**src/rtl/hrlc_pkg.sv**
```systemverilog
// hrlc_pkg: shared types, constants and the extension lookup for the
// request line checker. No dependencies; used by every rtl module but hrlc_checker.
`default_nettype none

package hrlc_pkg;

    // directory depth counter width
    localparam int DEPTH_BITS = 8;

    // result queue
    localparam int FIFO_AW     = 3;
    localparam int FIFO_DEPTH  = 1 << FIFO_AW;
    localparam int CNT_W       = FIFO_AW + 1;
    // a request may only enter while two more results are guaranteed to fit
    localparam int READY_LIMIT = FIFO_DEPTH - 2;

    // characters
    localparam logic [7:0] CH_SPACE = 8'h20;
    localparam logic [7:0] CH_PCT   = 8'd37;
    localparam logic [7:0] CH_QUERY = 8'h3F;
    localparam logic [7:0] CH_SLASH = 8'h2F;
    localparam logic [7:0] CH_DOT   = 8'h2E;
    localparam logic [7:0] CH_G     = 8'h47;
    localparam logic [7:0] CH_E     = 8'h45;
    localparam logic [7:0] CH_T     = 8'h54;
    localparam logic [7:0] CH_H     = 8'h48;
    localparam logic [7:0] CH_A     = 8'h41;
    localparam logic [7:0] CH_D     = 8'h44;

    // result kinds
    localparam logic KIND_PATH    = 1'b0;
    localparam logic KIND_VERDICT = 1'b1;

    // verdict codes
    localparam logic [1:0] VER_OK        = 2'd0;
    localparam logic [1:0] VER_BAD_REQ   = 2'd1;
    localparam logic [1:0] VER_FORBIDDEN = 2'd2;

    // method classes
    localparam logic [1:0] MC_GET   = 2'd0;
    localparam logic [1:0] MC_HEAD  = 2'd1;
    localparam logic [1:0] MC_OTHER = 2'd2;

    // content types
    localparam logic [3:0] CT_HTML    = 4'd0;
    localparam logic [3:0] CT_CSS     = 4'd1;
    localparam logic [3:0] CT_JS      = 4'd2;
    localparam logic [3:0] CT_JPG     = 4'd3;
    localparam logic [3:0] CT_JPEG    = 4'd4;
    localparam logic [3:0] CT_PNG     = 4'd5;
    localparam logic [3:0] CT_GIF     = 4'd6;
    localparam logic [3:0] CT_SWF     = 4'd7;
    localparam logic [3:0] CT_UNKNOWN = 4'd8;

    typedef struct packed {
        logic       item_kind;
        logic [7:0] path_byte;
        logic [1:0] verdict;
        logic [1:0] method_class;
        logic [3:0] content_type;
        logic       is_index;
        logic       last;
    } item_t;

    // results of one request, in delivery order: path byte then verdict
    typedef struct packed {
        logic  path_valid;
        item_t path_item;
        logic  verdict_valid;
        item_t verdict_item;
    } push_t;

    localparam logic [31:0] EXT_CODE [8] = '{
        32'h68746D6C, 32'h00637373, 32'h00006A73, 32'h006A7067,
        32'h6A706567, 32'h00706E67, 32'h00676966, 32'h00737766
    };
    localparam logic [2:0] EXT_LEN [8] = '{
        3'd4, 3'd3, 3'd2, 3'd3, 3'd4, 3'd3, 3'd3, 3'd3
    };

    // n_chars: characters after the dot (0..4), chars: right aligned
    function automatic logic [3:0] ext_type(input logic [2:0] n_chars,
                                            input logic [31:0] chars);
        logic [3:0] ct;
        ct = CT_UNKNOWN;
        for (int i = 7; i >= 0; i--) begin
            if (EXT_LEN[i] == n_chars && EXT_CODE[i] == chars) begin
                ct = 4'(i);
            end
        end
        return ct;
    endfunction

endpackage

`default_nettype wire

```
**src/rtl/http_request_line_checker_top.sv**
```systemverilog
// http_request_line_checker_top: request line parser with percent decoding.
// Depends on hrlc_pkg, hrlc_parser and hrlc_out_fifo.
//
//   channel  dir  handshake          payload
//   s_       in   s_tvalid/s_tready  s_tdata[7:0] request_byte, s_tlast line_end
//   m_       out  m_tvalid/m_tready  m_tdata path_byte..is_index, m_tuser item_kind,
//                                    m_tlast last
//
// one request byte is taken per cycle while s_tready is high; a result passes
// through the input register, then the result queue
// the last byte of a line gives up to two results, drained one per cycle while m_tready is high
// s_tready drops while the 8-entry result queue cannot take two more results
// aresetn (synchronous, active low) empties the queue and clears line state
`default_nettype none

module http_request_line_checker_top (
    input  wire logic        aclk,
    input  wire logic        aresetn,
    input  wire logic        s_tvalid,
    output logic             s_tready,
    input  wire logic [7:0]  s_tdata,   // [7:0] request_byte
    input  wire logic        s_tlast,
    output logic             m_tvalid,
    input  wire logic        m_tready,
    output logic [23:0]      m_tdata,   // [7:0] path_byte, [9:8] verdict,
                                        // [11:10] method_class, [15:12] content_type,
                                        // [16] is_index, [23:17] zero
    output logic [0:0]       m_tuser,   // [0] item_kind
    output logic             m_tlast
);
    import hrlc_pkg::*;

    logic             busy;
    push_t            push;
    item_t            item;
    logic [CNT_W-1:0] count;
    logic [CNT_W:0]   fill;
    logic             s_accept;

    assign fill     = {1'b0, count} + (busy ? (CNT_W+1)'(2) : '0);
    assign s_tready = fill <= (CNT_W+1)'(READY_LIMIT);
    assign s_accept = s_tvalid && s_tready;

    hrlc_parser u_parser (
        .aclk        (aclk),
        .aresetn     (aresetn),
        .in_accept   (s_accept),
        .in_byte     (s_tdata),
        .in_line_end (s_tlast),
        .busy        (busy),
        .push        (push)
    );

    hrlc_out_fifo u_fifo (
        .aclk      (aclk),
        .aresetn   (aresetn),
        .push      (push),
        .out_ready (m_tready),
        .out_valid (m_tvalid),
        .out_item  (item),
        .count     (count)
    );

    assign m_tdata = {7'd0, item.is_index, item.content_type, item.method_class,
                      item.verdict, item.path_byte};
    assign m_tuser = item.item_kind;
    assign m_tlast = item.last;

endmodule

`default_nettype wire

```
**src/rtl/hrlc_parser.sv**
```systemverilog
// hrlc_parser: input register and line state; turns one request byte into
// at most one path byte result and one verdict result. Depends on hrlc_pkg.
`default_nettype none

module hrlc_parser (
    input  wire logic           aclk,
    input  wire logic           aresetn,
    input  wire logic           in_accept,
    input  wire logic [7:0]     in_byte,
    input  wire logic           in_line_end,
    output logic                busy,
    output hrlc_pkg::push_t     push
);
    import hrlc_pkg::*;

    typedef enum logic [1:0] {
        SEC_METHOD, SEC_PATH, SEC_QUERY, SEC_TAIL
    } section_t;

    typedef enum logic [2:0] {
        M_START, M_G, M_GE, M_GET, M_H, M_HE, M_HEA, M_HEAD
    } method_t;

    typedef enum logic [1:0] {
        DEC_PLAIN, DEC_HEX, DEC_BAD
    } decode_t;

    typedef enum logic [1:0] {
        DD_NONE, DD_SLASH, DD_DOT
    } dotdot_t;

    logic                  in_valid_reg;
    logic [7:0]            in_byte_reg;
    logic                  in_end_reg;

    section_t              section_reg,   section_next;
    method_t               method_reg,    method_next;
    logic                  mfail_reg,     mfail_next;
    logic                  extra_reg,     extra_next;
    decode_t               dphase_reg,    dphase_next;
    logic [7:0]            hex_reg,       hex_next;
    logic [1:0]            hcnt_reg,      hcnt_next;
    dotdot_t               dotdot_reg,    dotdot_next;
    logic [DEPTH_BITS-1:0] depth_reg,     depth_next;
    logic                  forbid_reg,    forbid_next;
    logic [31:0]           ext_reg,       ext_next;
    logic [2:0]            elen_reg,      elen_next;
    logic [7:0]            lastc_reg,     lastc_next;
    logic                  empty_reg,     empty_next;

    function automatic logic [4:0] hex_of(input logic [7:0] c);
        logic [4:0] r;
        r = 5'd0;
        if (c >= 8'h30 && c <= 8'h39) begin
            r = {1'b1, 4'(c - 8'h30)};
        end else if (c >= 8'h61 && c <= 8'h66) begin
            r = {1'b1, 4'(c - 8'h57)};
        end else if (c >= 8'h41 && c <= 8'h46) begin
            r = {1'b1, 4'(c - 8'h37)};
        end
        return r;
    endfunction

    logic       emit;
    logic [7:0] emit_c;
    logic [4:0] hd;
    logic       is_idx;
    logic [3:0] ctype;
    logic [1:0] mclass;
    logic [1:0] ver;
    method_t    mstep;

    always_comb begin
        section_next = section_reg;
        method_next  = method_reg;
        mfail_next   = mfail_reg;
        extra_next   = extra_reg;
        dphase_next  = dphase_reg;
        hex_next     = hex_reg;
        hcnt_next    = hcnt_reg;
        dotdot_next  = dotdot_reg;
        depth_next   = depth_reg;
        forbid_next  = forbid_reg;
        ext_next     = ext_reg;
        elen_next    = elen_reg;
        lastc_next   = lastc_reg;
        empty_next   = empty_reg;
        emit         = 1'b0;
        emit_c       = 8'd0;
        hd           = hex_of(in_byte_reg);
        mstep        = M_START;

        unique case (section_reg)
            SEC_METHOD: begin
                if (in_byte_reg == CH_SPACE) begin
                    section_next = SEC_PATH;
                end else if (!mfail_reg) begin
                    mfail_next = 1'b1;
                    unique case (method_reg)
                        M_START: begin
                            if (in_byte_reg == CH_G) begin
                                mstep = M_G; mfail_next = 1'b0;
                            end else if (in_byte_reg == CH_H) begin
                                mstep = M_H; mfail_next = 1'b0;
                            end
                        end
                        M_G:   if (in_byte_reg == CH_E) begin mstep = M_GE;   mfail_next = 1'b0; end
                        M_GE:  if (in_byte_reg == CH_T) begin mstep = M_GET;  mfail_next = 1'b0; end
                        M_H:   if (in_byte_reg == CH_E) begin mstep = M_HE;   mfail_next = 1'b0; end
                        M_HE:  if (in_byte_reg == CH_A) begin mstep = M_HEA;  mfail_next = 1'b0; end
                        M_HEA: if (in_byte_reg == CH_D) begin mstep = M_HEAD; mfail_next = 1'b0; end
                        default: ;
                    endcase
                    if (!mfail_next) begin
                        method_next = mstep;
                    end
                end
            end
            SEC_PATH: begin
                if (in_byte_reg == CH_SPACE || in_byte_reg == CH_QUERY) begin
                    if (dphase_reg != DEC_PLAIN) begin
                        emit   = 1'b1;
                        emit_c = 8'd0;
                    end
                    dphase_next  = DEC_PLAIN;
                    hex_next     = 8'd0;
                    hcnt_next    = 2'd0;
                    section_next = (in_byte_reg == CH_SPACE) ? SEC_TAIL : SEC_QUERY;
                end else if (dphase_reg != DEC_PLAIN) begin
                    if (!hd[4]) begin
                        dphase_next = DEC_BAD;
                    end else if (dphase_reg == DEC_HEX) begin
                        hex_next = {hex_reg[3:0], hd[3:0]};
                    end
                    hcnt_next = hcnt_reg + 2'd1;
                    if (hcnt_next == 2'd2) begin
                        emit        = 1'b1;
                        emit_c      = (dphase_next == DEC_HEX) ? hex_next : 8'd0;
                        dphase_next = DEC_PLAIN;
                        hex_next    = 8'd0;
                        hcnt_next   = 2'd0;
                    end
                end else if (in_byte_reg == CH_PCT) begin
                    dphase_next = DEC_HEX;
                    hex_next    = 8'd0;
                    hcnt_next   = 2'd0;
                end else begin
                    emit   = 1'b1;
                    emit_c = in_byte_reg;
                end
            end
            SEC_QUERY: begin
                if (in_byte_reg == CH_SPACE) begin
                    section_next = SEC_TAIL;
                end
            end
            SEC_TAIL: begin
                if (in_byte_reg == CH_SPACE) begin
                    extra_next = 1'b1;
                end
            end
            default: ;
        endcase

        // cut escape at line end
        if (in_end_reg && section_next == SEC_PATH && dphase_next != DEC_PLAIN) begin
            emit        = 1'b1;
            emit_c      = 8'd0;
            dphase_next = DEC_PLAIN;
            hex_next    = 8'd0;
            hcnt_next   = 2'd0;
        end

        if (emit) begin
            // "/.." lowers the depth, any other slash raises it
            if (dotdot_reg == DD_DOT && emit_c == CH_DOT) begin
                if (depth_reg == '0) begin
                    forbid_next = 1'b1;
                end else begin
                    depth_next = depth_reg - 1'b1;
                end
                dotdot_next = DD_NONE;
            end else if (dotdot_reg == DD_SLASH && emit_c == CH_DOT) begin
                dotdot_next = DD_DOT;
            end else begin
                if (dotdot_reg != DD_NONE && depth_reg != '1) begin
                    depth_next = depth_reg + 1'b1;
                end
                dotdot_next = (emit_c == CH_SLASH) ? DD_SLASH : DD_NONE;
            end

            if (emit_c == CH_DOT) begin
                elen_next = 3'd1;
                ext_next  = 32'd0;
            end else if (elen_reg >= 3'd1 && elen_reg <= 3'd4) begin
                ext_next  = {ext_reg[23:0], emit_c};
                elen_next = elen_reg + 3'd1;
            end else if (elen_reg == 3'd5) begin
                elen_next = 3'd6;
            end
            lastc_next = emit_c;
            empty_next = 1'b0;
        end

        // verdict from the updated line state
        is_idx = empty_next || lastc_next == CH_SLASH;
        if (is_idx) begin
            ctype = CT_HTML;
        end else if (elen_next >= 3'd1 && elen_next <= 3'd5) begin
            ctype = ext_type(elen_next - 3'd1, ext_next);
        end else begin
            ctype = CT_UNKNOWN;
        end
        if (!mfail_next && method_next == M_GET) begin
            mclass = MC_GET;
        end else if (!mfail_next && method_next == M_HEAD) begin
            mclass = MC_HEAD;
        end else begin
            mclass = MC_OTHER;
        end
        ver = extra_next ? VER_BAD_REQ : (forbid_next ? VER_FORBIDDEN : VER_OK);
    end

    always_comb begin
        push.path_valid                = in_valid_reg && emit;
        push.path_item.item_kind       = KIND_PATH;
        push.path_item.path_byte       = emit_c;
        push.path_item.verdict         = VER_OK;
        push.path_item.method_class    = MC_GET;
        push.path_item.content_type    = CT_HTML;
        push.path_item.is_index        = 1'b0;
        push.path_item.last            = 1'b0;
        push.verdict_valid             = in_valid_reg && in_end_reg;
        push.verdict_item.item_kind    = KIND_VERDICT;
        push.verdict_item.path_byte    = 8'd0;
        push.verdict_item.verdict      = ver;
        push.verdict_item.method_class = mclass;
        push.verdict_item.content_type = ctype;
        push.verdict_item.is_index     = is_idx;
        push.verdict_item.last         = 1'b1;
    end

    assign busy = in_valid_reg;

    always_ff @(posedge aclk) begin
        if (in_accept) begin
            in_byte_reg <= in_byte;
            in_end_reg  <= in_line_end;
        end
    end

    always_ff @(posedge aclk) begin
        if (!aresetn || (in_valid_reg && in_end_reg)) begin
            section_reg <= SEC_METHOD;
            method_reg  <= M_START;
            mfail_reg   <= 1'b0;
            extra_reg   <= 1'b0;
            dphase_reg  <= DEC_PLAIN;
            hex_reg     <= 8'd0;
            hcnt_reg    <= 2'd0;
            dotdot_reg  <= DD_NONE;
            depth_reg   <= '0;
            forbid_reg  <= 1'b0;
            ext_reg     <= 32'd0;
            elen_reg    <= 3'd0;
            lastc_reg   <= 8'd0;
            empty_reg   <= 1'b1;
        end else if (in_valid_reg) begin
            section_reg <= section_next;
            method_reg  <= method_next;
            mfail_reg   <= mfail_next;
            extra_reg   <= extra_next;
            dphase_reg  <= dphase_next;
            hex_reg     <= hex_next;
            hcnt_reg    <= hcnt_next;
            dotdot_reg  <= dotdot_next;
            depth_reg   <= depth_next;
            forbid_reg  <= forbid_next;
            ext_reg     <= ext_next;
            elen_reg    <= elen_next;
            lastc_reg   <= lastc_next;
            empty_reg   <= empty_next;
        end
        if (!aresetn) begin
            in_valid_reg <= 1'b0;
        end else begin
            in_valid_reg <= in_accept;
        end
    end

endmodule

`default_nettype wire

```
**src/rtl/hrlc_out_fifo.sv**
```systemverilog
// hrlc_out_fifo: small result queue taking up to two results a cycle and
// delivering one while out_ready is high. Depends on hrlc_pkg.
`default_nettype none

module hrlc_out_fifo (
    input  wire logic                  aclk,
    input  wire logic                  aresetn,
    input  wire hrlc_pkg::push_t       push,
    input  wire logic                  out_ready,
    output logic                       out_valid,
    output hrlc_pkg::item_t            out_item,
    output logic [hrlc_pkg::CNT_W-1:0] count
);
    import hrlc_pkg::*;

    item_t              mem [FIFO_DEPTH];
    logic [FIFO_AW-1:0] wr_reg;
    logic [FIFO_AW-1:0] rd_reg;
    logic [CNT_W-1:0]   count_reg, count_next;
    logic [1:0]         n_push;
    item_t              first, second;
    logic               pop;

    always_comb begin
        n_push = 2'(push.path_valid) + 2'(push.verdict_valid);
        first  = push.path_valid ? push.path_item : push.verdict_item;
        second = push.verdict_item;
    end

    assign out_valid  = count_reg != '0;
    assign out_item   = mem[rd_reg];
    assign pop        = out_valid && out_ready;
    assign count      = count_reg;
    assign count_next = count_reg + CNT_W'(n_push) - CNT_W'(pop);

    always_ff @(posedge aclk) begin
        if (n_push != 2'd0) begin
            mem[wr_reg] <= first;
        end
        if (n_push == 2'd2) begin
            mem[wr_reg + FIFO_AW'(1)] <= second;
        end
    end

    always_ff @(posedge aclk) begin
        if (!aresetn) begin
            wr_reg    <= '0;
            rd_reg    <= '0;
            count_reg <= '0;
        end else begin
            wr_reg    <= wr_reg + FIFO_AW'(n_push);
            rd_reg    <= rd_reg + FIFO_AW'(pop);
            count_reg <= count_next;
        end
    end

endmodule

`default_nettype wire

```
**config.mk**
```make
export PLATFORM = sky130hd
export DESIGN_NAME = http_request_line_checker_top
export DESIGN_NICKNAME = d
export VERILOG_FILES = /design/src/rtl/hrlc_pkg.sv /design/src/rtl/http_request_line_checker_top.sv /design/src/rtl/hrlc_parser.sv /design/src/rtl/hrlc_out_fifo.sv
export SDC_FILE = /design/constraint.sdc
export NUM_CORES = 1
export LEC_CHECK = 0
export ABC_AREA = 1
export BUFFER_PORTS_ARGS = -buffer_cell sky130_fd_sc_hd__buf_2
export CORE_MARGIN = 1.5
export CORE_UTILIZATION = 60
export CTS_CLUSTER_DIAMETER = 120
export DETAILED_ROUTE_END_ITERATION = 7
export PLACE_DENSITY = 0.8
export SYNTH_ARGS = -nofsm -noshare
export SYNTH_HDL_FRONTEND = slang
export SYNTH_HIERARCHICAL = 1
export SYNTH_SLANG_ARGS = --single-unit
```
**constraint.sdc**
```tcl
create_clock -name aclk -period 10.3 [get_ports aclk]
set_input_delay 1.03 -clock aclk [delete_from_list [all_inputs] [get_ports aclk]]
set_output_delay 1.03 -clock aclk [all_outputs]
set_load 0.1 [all_outputs]
```
Yosys cells after proc, flatten, opt, wreduce, memory -nomap -nowiden
Memories as Yosys holds them, arrays and structs flattened. A register that Yosys moved wholly into a read port is not among the register bits.
Cells that the tools add are included.
Widths: inputs -> output; s select.
{"block": "totals", "elab_cells": 248, "register_bits": 94, "n_memories": 1, "ram_bits": 152, "out_inout_bits": 28, "in_bits": 13}
{"block": "classes", "n_reduce_logical": 44, "n_lt_le_gt_ge": 11, "addsub": 15, "eq_ne": 44, "mux": 113}
{"memory": "u_fifo.mem", "words": 8, "width": 19, "read_ports": 1, "rd_clocked_by_memory_dff": 1, "write_ports": 2, "line": "hrlc_out_fifo.sv:16", "rtl": "item_t mem [FIFO_DEPTH];"}
{"cell": "$eq 23x32->1 const A", "n": 5}
{"cell": "$mux 8", "n": 20}
{"cell": "$mux 32", "n": 3}
{"cell": "$eq 31x32->1 const A", "n": 2}
{"cell": "$mux 2", "n": 28}
{"cell": "$eq 8x6->1 const B", "n": 6}
{"cell": "$eq 8x7->1 const B", "n": 6}
{"cell": "$mux 3", "n": 14}
{"cell": "$mux 4", "n": 10}
{"cell": "$eq 15x32->1 const A", "n": 1}
{"cell": "$mux 1", "n": 31}
{"cell": "$logic_and 1x1->1", "n": 24}
{"cell": "$mux 19", "n": 1}
{"cell": "$pmux 3 s6", "n": 1}
{"cell": "$ge 8x7->1 const B", "n": 2}
{"cell": "$le 8x7->1 const B", "n": 2}
{"cell": "$eq 3x3->1 const B", "n": 5}
{"cell": "$mux 5", "n": 3}
{"cell": "$reduce_bool 2->1", "n": 6}
{"cell": "$eq 2x1->1 const B", "n": 5}
{"cell": "$eq 2x2->1 const B", "n": 5}
{"cell": "$add 8x1->8 const B", "n": 1}
{"cell": "$ge 8x6->1 const B", "n": 1}
{"cell": "$le 8x6->1 const B", "n": 1}
{"cell": "other kinds (34)", "n": 44}

Depth between registers and ports, before layout
Gate-level depths: netlist (run 1).
{"block": "depth", "depth_word": 33, "mapped_depth": 34}

By module
The synthesis (run 1) kept the hierarchy.
{"module": "hrlc_out_fifo", "seq_area_each_um2": 4764.6, "cells_each": 1364, "n_inst": 1, "area_each_um2": 10121.0}
{"module": "hrlc_parser", "seq_area_each_um2": 1691.6, "cells_each": 1065, "n_inst": 1, "area_each_um2": 6448.7}
{"module": "http_request_line_checker_top", "seq_area_each_um2": 0.0, "cells_each": 21, "n_inst": 1, "area_each_um2": 133.9}

Least setup slack after synthesis (run 1)
OpenSTA, ideal clock, no wires.
{"block": "synth_path", "kind": "flip-flop to flip-flop", "startpoint": "register u_parser.in_byte_reg[1]", "endpoint": "memory u_fifo/mem[0][0] (netlist bit), enable pin", "stages_incl_launch_ff": 23, "setup_time_ns": 0.421, "path_slack_ns": 5.322, "arrival_time_ns": 4.557, "path_cell_list": "edfxtp_1 > inv_1 > ha_1 > inv_1 > nor2_1 > nand2_1 > nand3_1 > nand2_1 > nand3_4 > nand2_1 > nand3_1 > nand2_1 > nand2_1 > a21boi_2 > buf_4 > buf_4 > nor2_2 > clkbuf_1 > inv_1 > buf_2 > ha_1 > or2_2 > o21ai_0"}
{"element": "start, declared", "line": "hrlc_parser.sv:33", "rtl": "logic [7:0] in_byte_reg;"}
{"element": "start signal, assigned", "line": "hrlc_parser.sv:247", "rtl": "in_byte_reg <= in_byte;"}
{"element": "end, declared", "line": "hrlc_out_fifo.sv:16"}

==> flow_summary.json, run 1 <==
{
  "drv_slew": 0,
  "comb_power_share": 0.364,
  "utilization": 0.643,
  "routed_wl_mm": 44.6,
  "drive_gt1_frac": 0.0783,
  "num_vias": 15701,
  "synthArstFlopShare": 0,
  "synth_edf_count": 161,
  "die_w_um": 170,
  "required_ns": 10.46,
  "die_y_um": 170,
  "cts.sinks": 242,
  "io_buffers": 33,
  "antenna_found_initial": 0,
  "ys_seq_area_frac": 0.387,
  "cts_buffer_depth": 3,
  "largest_reg_flops": 152,
  "layout_setup_ws_ns": 4.65,
  "synth_flop_cell": "edfxtp_1",
  "end_kind": "flip-flop",
  "internal_power_mw": 1.88,
  "n_fill_cell": 2432,
  "power.switching_mw": 1.38,
  "fmax_ghz": 0.177,
  "multi_input_area_sq_um": 8180,
  "seqPwrFrac": 0.341,
  "post-route-drc-count": 0,
  "seq_area_sq_um": 6460,
  "maxCapViolCount": 0,
  "syn_area_sq_um": 16700,
  "syn_area_per_cell_sq_um": 6.82,
  "worstPathMaxFanout": 80,
  "startpoint_type": "flip-flop",
  "gp_congestion": 0.984,
  "max_slew_margin": 0.158,
  "grt_pass1_vias": 14712,
  "reg2reg_from": "u_parser/in_byte_reg[1]",
  "path_class": "reg -> reg",
  "min_from": "u_parser/hcnt_reg[1]",
  "ir_drop_mv": 0.147,
  "yosysWarnings": 6,
  "core_area_sq_um": 27100,
  "r2r_setup_slack_ns": 4.65,
  "cts.clk_slew.worst_paths_ns": 0.06,
  "cts_tree": "done",
  "insertion_delay_ns": 0.56,
  "wl_per_cell_um": 16.1,
  "dpl.hpwl_mm": 28.5,
  "final_nets": 2410,
  "cts_buffers": 28,
  "dp_worst_setup_slack_ns": 4.77,
  "row_count": 60,
  "dieArea_sq_um": 28800,
  "status": "completed",
  "synth-seq-cells": 242,
  "finalCritPeriodShare": 0.548,
  "grt_max_degree": 81,
  "ctsResizeCount": 0,
  "final_cell_mix": "nand2_1 (946), inv_1 (280), nand4_1 (163)",
  "routed_via_density": 5.69,
  "dr.first_iter.drc_count": 1685,
  "hold_violations": 0,
  "power_mw": 3.27,
  "p_per_area_nw_per_um2": 187,
  "cellLeakagePower_nw": 8.12,
  "ios": 41,
  "gr-usage-all-layers": 0.309,
  "post-cts-setup-buffers": 0,
  "grt_pass1_wl_mm": 72.4,
  "layout_commonest_cell": "nand2_1",
  "swShare": 0.423,
  "cp.arrival_ns": 5.81,
  "antennaDiodeCount": 0,
  "initial_core_util": 0.616,
  "synth_cell_type_count": 58,
  "critPathLaunch": "u_parser/in_byte_reg[1]",
  "clock-skew-final_ns": 0.0151,
  "overflow": 0,
  "ant_nets": 0,
  "tns_ns": 0,
  "layout_min_cycle_time_ns": 5.65,
  "worstMarginPinSlew_ns": 1.26,
  "clkPwrFrac": 0.294,
  "drtPass1Iterations": 8,
  "cts_hold_buffers": 0,
  "cts_root_buf": "clkbuf_16",
  "hold_class": "reg -> reg",
  "rsz0062_at_grt": "no",
  "synthToLayoutAreaGrowth_pct": 4.26,
  "setup_violations": 0,
  "syn_inst": 2450,
  "ctsHtreeMaxLevel": 1
}
-- logic make-up (layout without fill, tap and decap cells) --
family,Yosys count,after routing,share of synthesized area
buf+inv,489,402,0.132
flops,242,242,0.387
xor+xnor,8,8,0.00419
other cells,3,28,0.000674
compound gates,191,191,0.0657
fa+ha+maj,30,30,0.0238
simple gates,1487,1487,0.387
-- routing by layer --
metal	global-route usage	vias to the layer above	part of all wire
met3	0.0358	111	0.082
met2	0.543	773	0.48
met4	0.106	0	0.029
met5	0	-	0
li1	-	7645	-
met1	0.394	7172	0.41
-- cell type report --
| cell class | instances | share of cell area |
|---|---|---|
| Multi-Input combinational cell | 1744 | 0.470 |
| Inverter | 301 | 0.0650 |
| Timing Repair Buffer | 50 | 0.0168 |
| Clock inverter | 14 | 0.00726 |
| Sequential cell | 242 | 0.371 |
| Clock buffer | 37 | 0.0434 |
| Tap cell | 372 | 0.0267 |
-- synth_stat cells (3+ instances only) --
library cell | count | area, sq um
nand2_2 | 17 | 106
fa_1 | 3 | 60.1
nand4_1 | 163 | 1020
o21bai_1 | 3 | 22.5
o21ai_1 | 6 | 30.0
inv_2 | 17 | 63.8
nor2_2 | 14 | 87.6
a211oi_1 | 7 | 52.6
nor3_1 | 10 | 50.1
buf_4 | 47 | 353
buf_1 | 3 | 11.3
clkbuf_1 | 62 | 233
a21oi_1 | 72 | 360
ha_1 | 27 | 338
o211ai_1 | 3 | 22.5
buf_2 | 60 | 300
buf_6 | 15 | 169
xor2_1 | 5 | 43.8
dfxtp_1 | 81 | 1620
inv_1 | 280 | 1050
nor4_1 | 8 | 50.1
nand2_1 | 947 | 3550
edfxtp_1 | 161 | 4830
a21oi_2 | 9 | 78.8
nand3_1 | 158 | 791
xnor2_1 | 3 | 26.3
conb_1 | 3 | 11.3
nor2_4 | 9 | 101
clkinv_1 | 3 | 11.3
nor2_1 | 146 | 548
nand2_4 | 3 | 33.8
o21ai_0 | 72 | 360
-- stage by stage --
stage | area (sq um) | hold WS, ns | cells
5_1_grt | 17400 | 0.472 | 2760
3_5_place_dp | 16500 | 0.434 | 2709
4_1_cts | 17400 | 0.443 | 2760
6_report | 17400 | 0.443 | 2760
3_3_place_gp | 16500 | 0.417 | 2709
2_1_floorplan | 16800 | 0.409 | 2475
-- path summary, 6_finish.rpt --
path         depth (start not counted)              endpoint
max                                 20     u_fifo/mem[1][10]
min                                  2  u_parser/hcnt_reg[1]
min reg2reg                          2  u_parser/hcnt_reg[1]
max reg2reg                         20     u_fifo/mem[1][10]
-- critical path: stages, from the launching register on --
cell	delay [ns]
edfxtp_1	0.47
inv_1	0.12
ha_1	0.19
inv_1	0.13
nand3_1	0.11
nand2_1	0.08
nand2_1	0.05
nand2_1	0.12
nand3_4	0.13
nand2_1	0.08
o211ai_1	0.10
nand2_1	0.17
a21boi_4	0.07
buf_4	0.29
nor2_2	0.16
ha_1	0.23
inv_1	0.10
nor2_4	0.09
buf_4	0.68
nand3_1	0.95
o21ai_2	0.89
-- power by group through the flow --
stage	Clock [mW]	Sequential [mW]	Combinational, mW
final	0.962	1.12	1.19
after global placement	0	1.13	1.15
after floorplan	0	1.12	0.983
after global routing	1.01	1.12	1.29
after detailed placement	0	1.13	1.17
after CTS	0.974	1.11	1.18
Power figures use the tool's default switching activity.
==> run 2: changes to the inputs <==
CORE_UTILIZATION = 58   (was 60)
PLACE_DENSITY = 0.81   (was 0.8)
clock period = 4.8 ns   (was 10.3 ns; I/O delays follow)
==> flow_summary.json, run 2 (synthesis results as in run 1) <==
{
  "dr.first_iter.drc_count": 2193,
  "power.switching_mw": 2.98,
  "cellLeakagePower_nw": 8.28,
  "worstPathMaxFanout": 26,
  "largest_reg_flops": 152,
  "hold_violations": 0,
  "drtPass1Iterations": 6,
  "routed_via_density": 5.68,
  "cts_root_buf": "clkbuf_16",
  "instances_no_fill": 2801,
  "die_y_um": 173,
  "crit_top_cell": "nand2_1",
  "status": "completed",
  "seqPwrFrac": 0.342,
  "hold_class": "in -> reg",
  "layout_commonest_cell": "nand2_1",
  "comb_power_share": 0.371,
  "synthToLayoutAreaGrowth_pct": 6.08,
  "crit_slowest_cell": "edfxtp_1",
  "crit_chain": "inv_1 -> ha_1 -> inv_1 -> nor2_1 -> nand2_1 -> nand3_1 -> nand2_1 -> nand3_4 -> nand4_1 -> a21oi_2 -> nand2_1 -> nor2_4 -> nand2_4 -> nor3_4 -> buf_4 -> inv_2 -> fa_1 -> o21ai_0 -> a21oi_1 -> o21ai_0 -> xnor2_1 -> a21oi_1",
  "ios": 41,
  "clkPwrFrac": 0.287,
  "cts.clk_slew.worst_paths_ns": 0.06,
  "routed_wl_mm": 45.9,
  "required_ns": 5.23,
  "dieArea_sq_um": 29800,
  "dpl.hpwl_mm": 28.1,
  "power_mw": 6.98,
  "startpoint_type": "flip-flop",
  "final_cell_mix": "nand2_1 (946), inv_1 (280), nand4_1 (163)",
  "die_w_um": 173,
  "final_nets": 2445,
  "overflow": 0,
  "gr-usage-all-layers": 0.298,
  "antenna_found_initial": 0,
  "path_class": "reg -> reg",
  "initial_core_util": 0.595,
  "layout_min_cycle_time_ns": 4.46,
  "insertion_delay_ns": 0.58,
  "wl_per_cell_um": 16.4,
  "drv_slew": 0,
  "ant_nets": 0,
  "internal_power_mw": 4.00,
  "cts_tree": "done",
  "cts_buffer_depth": 3,
  "grt_pass1_vias": 14381,
  "core_area_sq_um": 28100,
  "max_slew_margin": 0.221,
  "grt_max_degree": 78,
  "maxCapViolCount": 0,
  "swShare": 0.427,
  "fmax_ghz": 0.224,
  "cts.sinks": 242,
  "clock-skew-final_ns": 0.0244,
  "setup_violations": 0,
  "finalCritPeriodShare": 0.929,
  "row_count": 61,
  "antennaDiodeCount": 0,
  "post-route-drc-count": 0,
  "grt_pass1_wl_mm": 73.0,
  "drive_gt1_frac": 0.0941,
  "gp_congestion": 1.04,
  "io_buffers": 33,
  "worstMarginPinSlew_ns": 1.17,
  "end_kind": "flip-flop",
  "num_vias": 15909,
  "ctsHtreeMaxLevel": 1,
  "p_per_area_nw_per_um2": 394,
  "critPathMaxStageDelay_ns": 0.49,
  "ir_drop_mv": 0.297,
  "dp.cells": 2745,
  "cp.arrival_ns": 4.89,
  "cts_buffers": 27
}
run 2: cell count changes in the layout (fill, tap and decap cells not counted), sizes merged:
cell    delta
nand2      +1
inv        +1
clkinv     +2
clkbuf     -3
bufinv     -1
buf       +35
run 2: routing by layer:
layer  global-route usage  part of all wire  up-vias
li1                     -                 -     7749
met1                0.381              0.40     7168
met2                0.505              0.47      838
met3               0.0398             0.090      154
met4                0.129             0.042        0
met5                    0                 0        -
run 2: per-stage QoR:
step	hold WS, ns	setup TNS (ns)	util	area (sq um)	worst slack (ns)
2_1_floorplan	0.409	-13.38	-	16800	-0.178
3_3_place_gp	0.417	0	0.597	16800	0.346
3_5_place_dp	0.423	0	0.597	16800	0.192
4_1_cts	0.0844	0	0.627	17600	0.173
5_1_grt	0.0939	-0.00589	0.631	17700	-0.00589
6_report	0.0984	0	0.631	17700	0.342
run 2: final cells by class:
class	instances	area, sq um
inverter	301	1130
tap	378	473
multi-input combinational	1745	8230
timing repair buffer	85	581
clock buffer	34	733
sequential	242	6460
clock inverter	16	113
fill	2465	10400
run 2: what timing repair did:
| action | in CTS | in global routing |
|---|---|---|
| hold buffers | 0 | 0 |
| buffers inserted | 0 | 5 |
| endpoints found under the hold margin | 0 | 0 |
| resized for setup | 0 | 9 |
| setup endpoints to repair | 0 | 34 |
run 2: power by group through the flow:
stage / logic, mW / clock network, mW / registers, mW
2_1_floorplan: 2.11 / 0 / 2.41
3_3_place_gp: 2.49 / 0 / 2.43
3_5_place_dp: 2.54 / 0 / 2.43
4_1_cts: 2.54 / 2.02 / 2.39
5_1_grt: 2.81 / 2.10 / 2.40
6_report: 2.59 / 2.00 / 2.39
run 2: worst paths after layout:
check                                             start                      end  slack, ns  cells past startpoint
worst max-delay path            u_parser/in_byte_reg[1]    u_parser/depth_reg[6]       0.34                     22
worst min-delay path                         s_tdata[7]  u_parser/in_byte_reg[7]        0.1                      1
worst max register to register  u_parser/in_byte_reg[1]    u_parser/depth_reg[6]       0.34                     22
worst min register to register     u_parser/hcnt_reg[1]     u_parser/hcnt_reg[1]       0.44                      2
run 2: critical path: cells and delay by family, from the launching register on:
family,cells,cell delay (ns)
compound gates,5,1.07
xor+xnor,1,0.15
fa+ha+maj,2,0.55
buf+inv,4,0.49
flops,1,0.49
simple gates,10,1.57
==> run 3: changes to the inputs <==
CTS_BUF_LIST = sky130_fd_sc_hd__clkbuf_16   (was unset)
==> flow_summary.json, run 3 (synthesis results as in run 1) <==
{
  "cp.arrival_ns": 4.87,
  "grt_pass1_vias": 14388,
  "grt_max_degree": 78,
  "cts_root_buf": "clkbuf_16",
  "hold_slack_ns": 0.0992,
  "gp_congestion": 1.04,
  "synthToLayoutAreaGrowth_pct": 6.01,
  "wl_per_cell_um": 16.4,
  "status": "completed",
  "ir_drop_mv": 0.298,
  "place_area_sq_um": 16800,
  "path_class": "reg -> reg",
  "tns_ns": 0,
  "dieArea_sq_um": 29800,
  "top_usage_layer": "met2",
  "hold_class": "in -> reg",
  "overflow": 0,
  "reg2reg_from": "u_parser/in_byte_reg[1]",
  "ios": 41,
  "end_kind": "flip-flop",
  "cts_tree": "done",
  "gr-usage-all-layers": 0.298,
  "max_slew_margin": 0.228,
  "cts_buffers": 27,
  "core_area_sq_um": 28100,
  "cts_buffer_depth": 3,
  "routed_via_density": 5.69,
  "ant_nets": 0,
  "dpl.hpwl_mm": 28.1,
  "cts.clk_slew.worst_paths_ns": 0.06,
  "antenna_found_initial": 0,
  "worstMarginPinSlew_ns": 1.16,
  "hold_violations": 0,
  "required_ns": 5.23,
  "drv_slew": 0,
  "antennaDiodeCount": 0,
  "grtUsageMet2": 0.505,
  "grt_pass1_wl_mm": 73.0,
  "layout_commonest_cell": "nand2_1",
  "io_buffers": 33,
  "power_mw": 6.95,
  "worstPathMaxFanout": 26,
  "finalCritPeriodShare": 0.926,
  "p_per_area_nw_per_um2": 393,
  "cts.sinks": 242,
  "critPathLaunch": "u_parser/in_byte_reg[1]",
  "largest_reg_flops": 152,
  "post-route-drc-count": 0,
  "drtPass1Iterations": 8,
  "ctsHtreeMaxLevel": 1,
  "r2r_setup_slack_ns": 0.36,
  "final_cell_mix": "nand2_1 (946), inv_1 (285), nand4_1 (163)",
  "cellLeakagePower_nw": 8.30,
  "startpoint_type": "flip-flop",
  "drive_gt1_frac": 0.0933,
  "die_w_um": 173,
  "row_count": 61,
  "routed_wl_mm": 46.0,
  "insertion_delay_ns": 0.57,
  "layout_min_cycle_time_ns": 4.44,
  "dr.first_iter.drc_count": 1941,
  "num_vias": 15929,
  "final_area_sq_um": 17700,
  "clock-skew-final_ns": 0.0225,
  "die_y_um": 173,
  "utilization": 0.630,
  "fmax_ghz": 0.225,
  "initial_core_util": 0.595,
  "setup_violations": 0,
  "maxCapViolCount": 0,
  "final_nets": 2444,
  "min_from": "s_tdata[7]",
  "use_met1": 0.380,
  "use_met3": 0.0398
}
run 3: cell types whose count changed in the layout (fill, tap and decap cells not counted):
cell	delta
clkbuf_8	-1
inv_1	+5
nand2_4	+1
clkinv_1	+1
clkbuf_1	-5
buf_4	-1
nand2_2	-1
run 3: path summary, 6_finish.rpt:
| path | cells past startpoint | to |
|---|---|---|
| max | 23 | u_parser/depth_reg[6] |
| min | 1 | u_parser/in_byte_reg[7] |
| max reg2reg | 23 | u_parser/depth_reg[6] |
| min reg2reg | 2 | u_parser/hcnt_reg[1] |
run 3: critical path, stage by stage, from the launching register on:
cell and delay (ns):
edfxtp_1 0.46, inv_1 0.12, ha_1 0.19, inv_1 0.13, nor2_1 0.08, nand2_1 0.10, nand3_1 0.07, nand2_1 0.11
nand3_4 0.12, nand4_1 0.14, nand2_1 0.08, nand2_1 0.19, nand3_1 0.16, nor2_4 0.26, nand2_4 0.26, nor3_4 0.27
buf_4 0.21, inv_2 0.05, fa_1 0.41, o21ai_0 0.32, a21oi_1 0.11, o21ai_0 0.25, xnor2_1 0.15, a21oi_1 0.09
run 3: repair_timing:
| action | 4_1_cts | 5_1_grt |
|---|---|---|
| endpoints found under the setup margin | 0 | 34 |
| gates resized for setup | 0 | 10 |
| hold buffers | 0 | 0 |
| buffers inserted | 0 | 4 |
run 3: final cells by class:
| class | count | area [sq um] |
|---|---|---|
| fillers | 2469 | 10400 |
| inverters | 301 | 1130 |
| multi-input cells | 1745 | 8230 |
| clock inverters | 22 | 135 |
| well taps | 378 | 473 |
| repair buffers | 84 | 573 |
| clock buffers | 28 | 701 |
| flip-flops and latches | 242 | 6460 |
run 3: metrics by stage:
| stage | instances | worst slack, ns |
|---|---|---|
| after CTS | 2795 | 0.171 |
| after global routing | 2800 | -0.00191 |
| after floorplan | 2475 | -0.178 |
| after global placement | 2745 | 0.346 |
| final | 2800 | 0.358 |
| after detailed placement | 2745 | 0.192 |
run 3: layer usage:
| metal | routed length (um) | vias to the layer above |
|---|---|---|
| li1 | - | 7738 |
| met1 | 18200 | 7144 |
| met2 | 21500 | 896 |
| met3 | 4470 | 151 |
| met4 | 1890 | 0 |
| met5 | 0 | - |
run 3: report_power, final:
| group | total, mW | internal [mW] | switching (mW) |
|---|---|---|---|
| clock | 1.98 | 1.11 | 0.869 |
| sequential | 2.39 | 2.32 | 0.0675 |
| combinational | 2.59 | 0.543 | 2.05 |
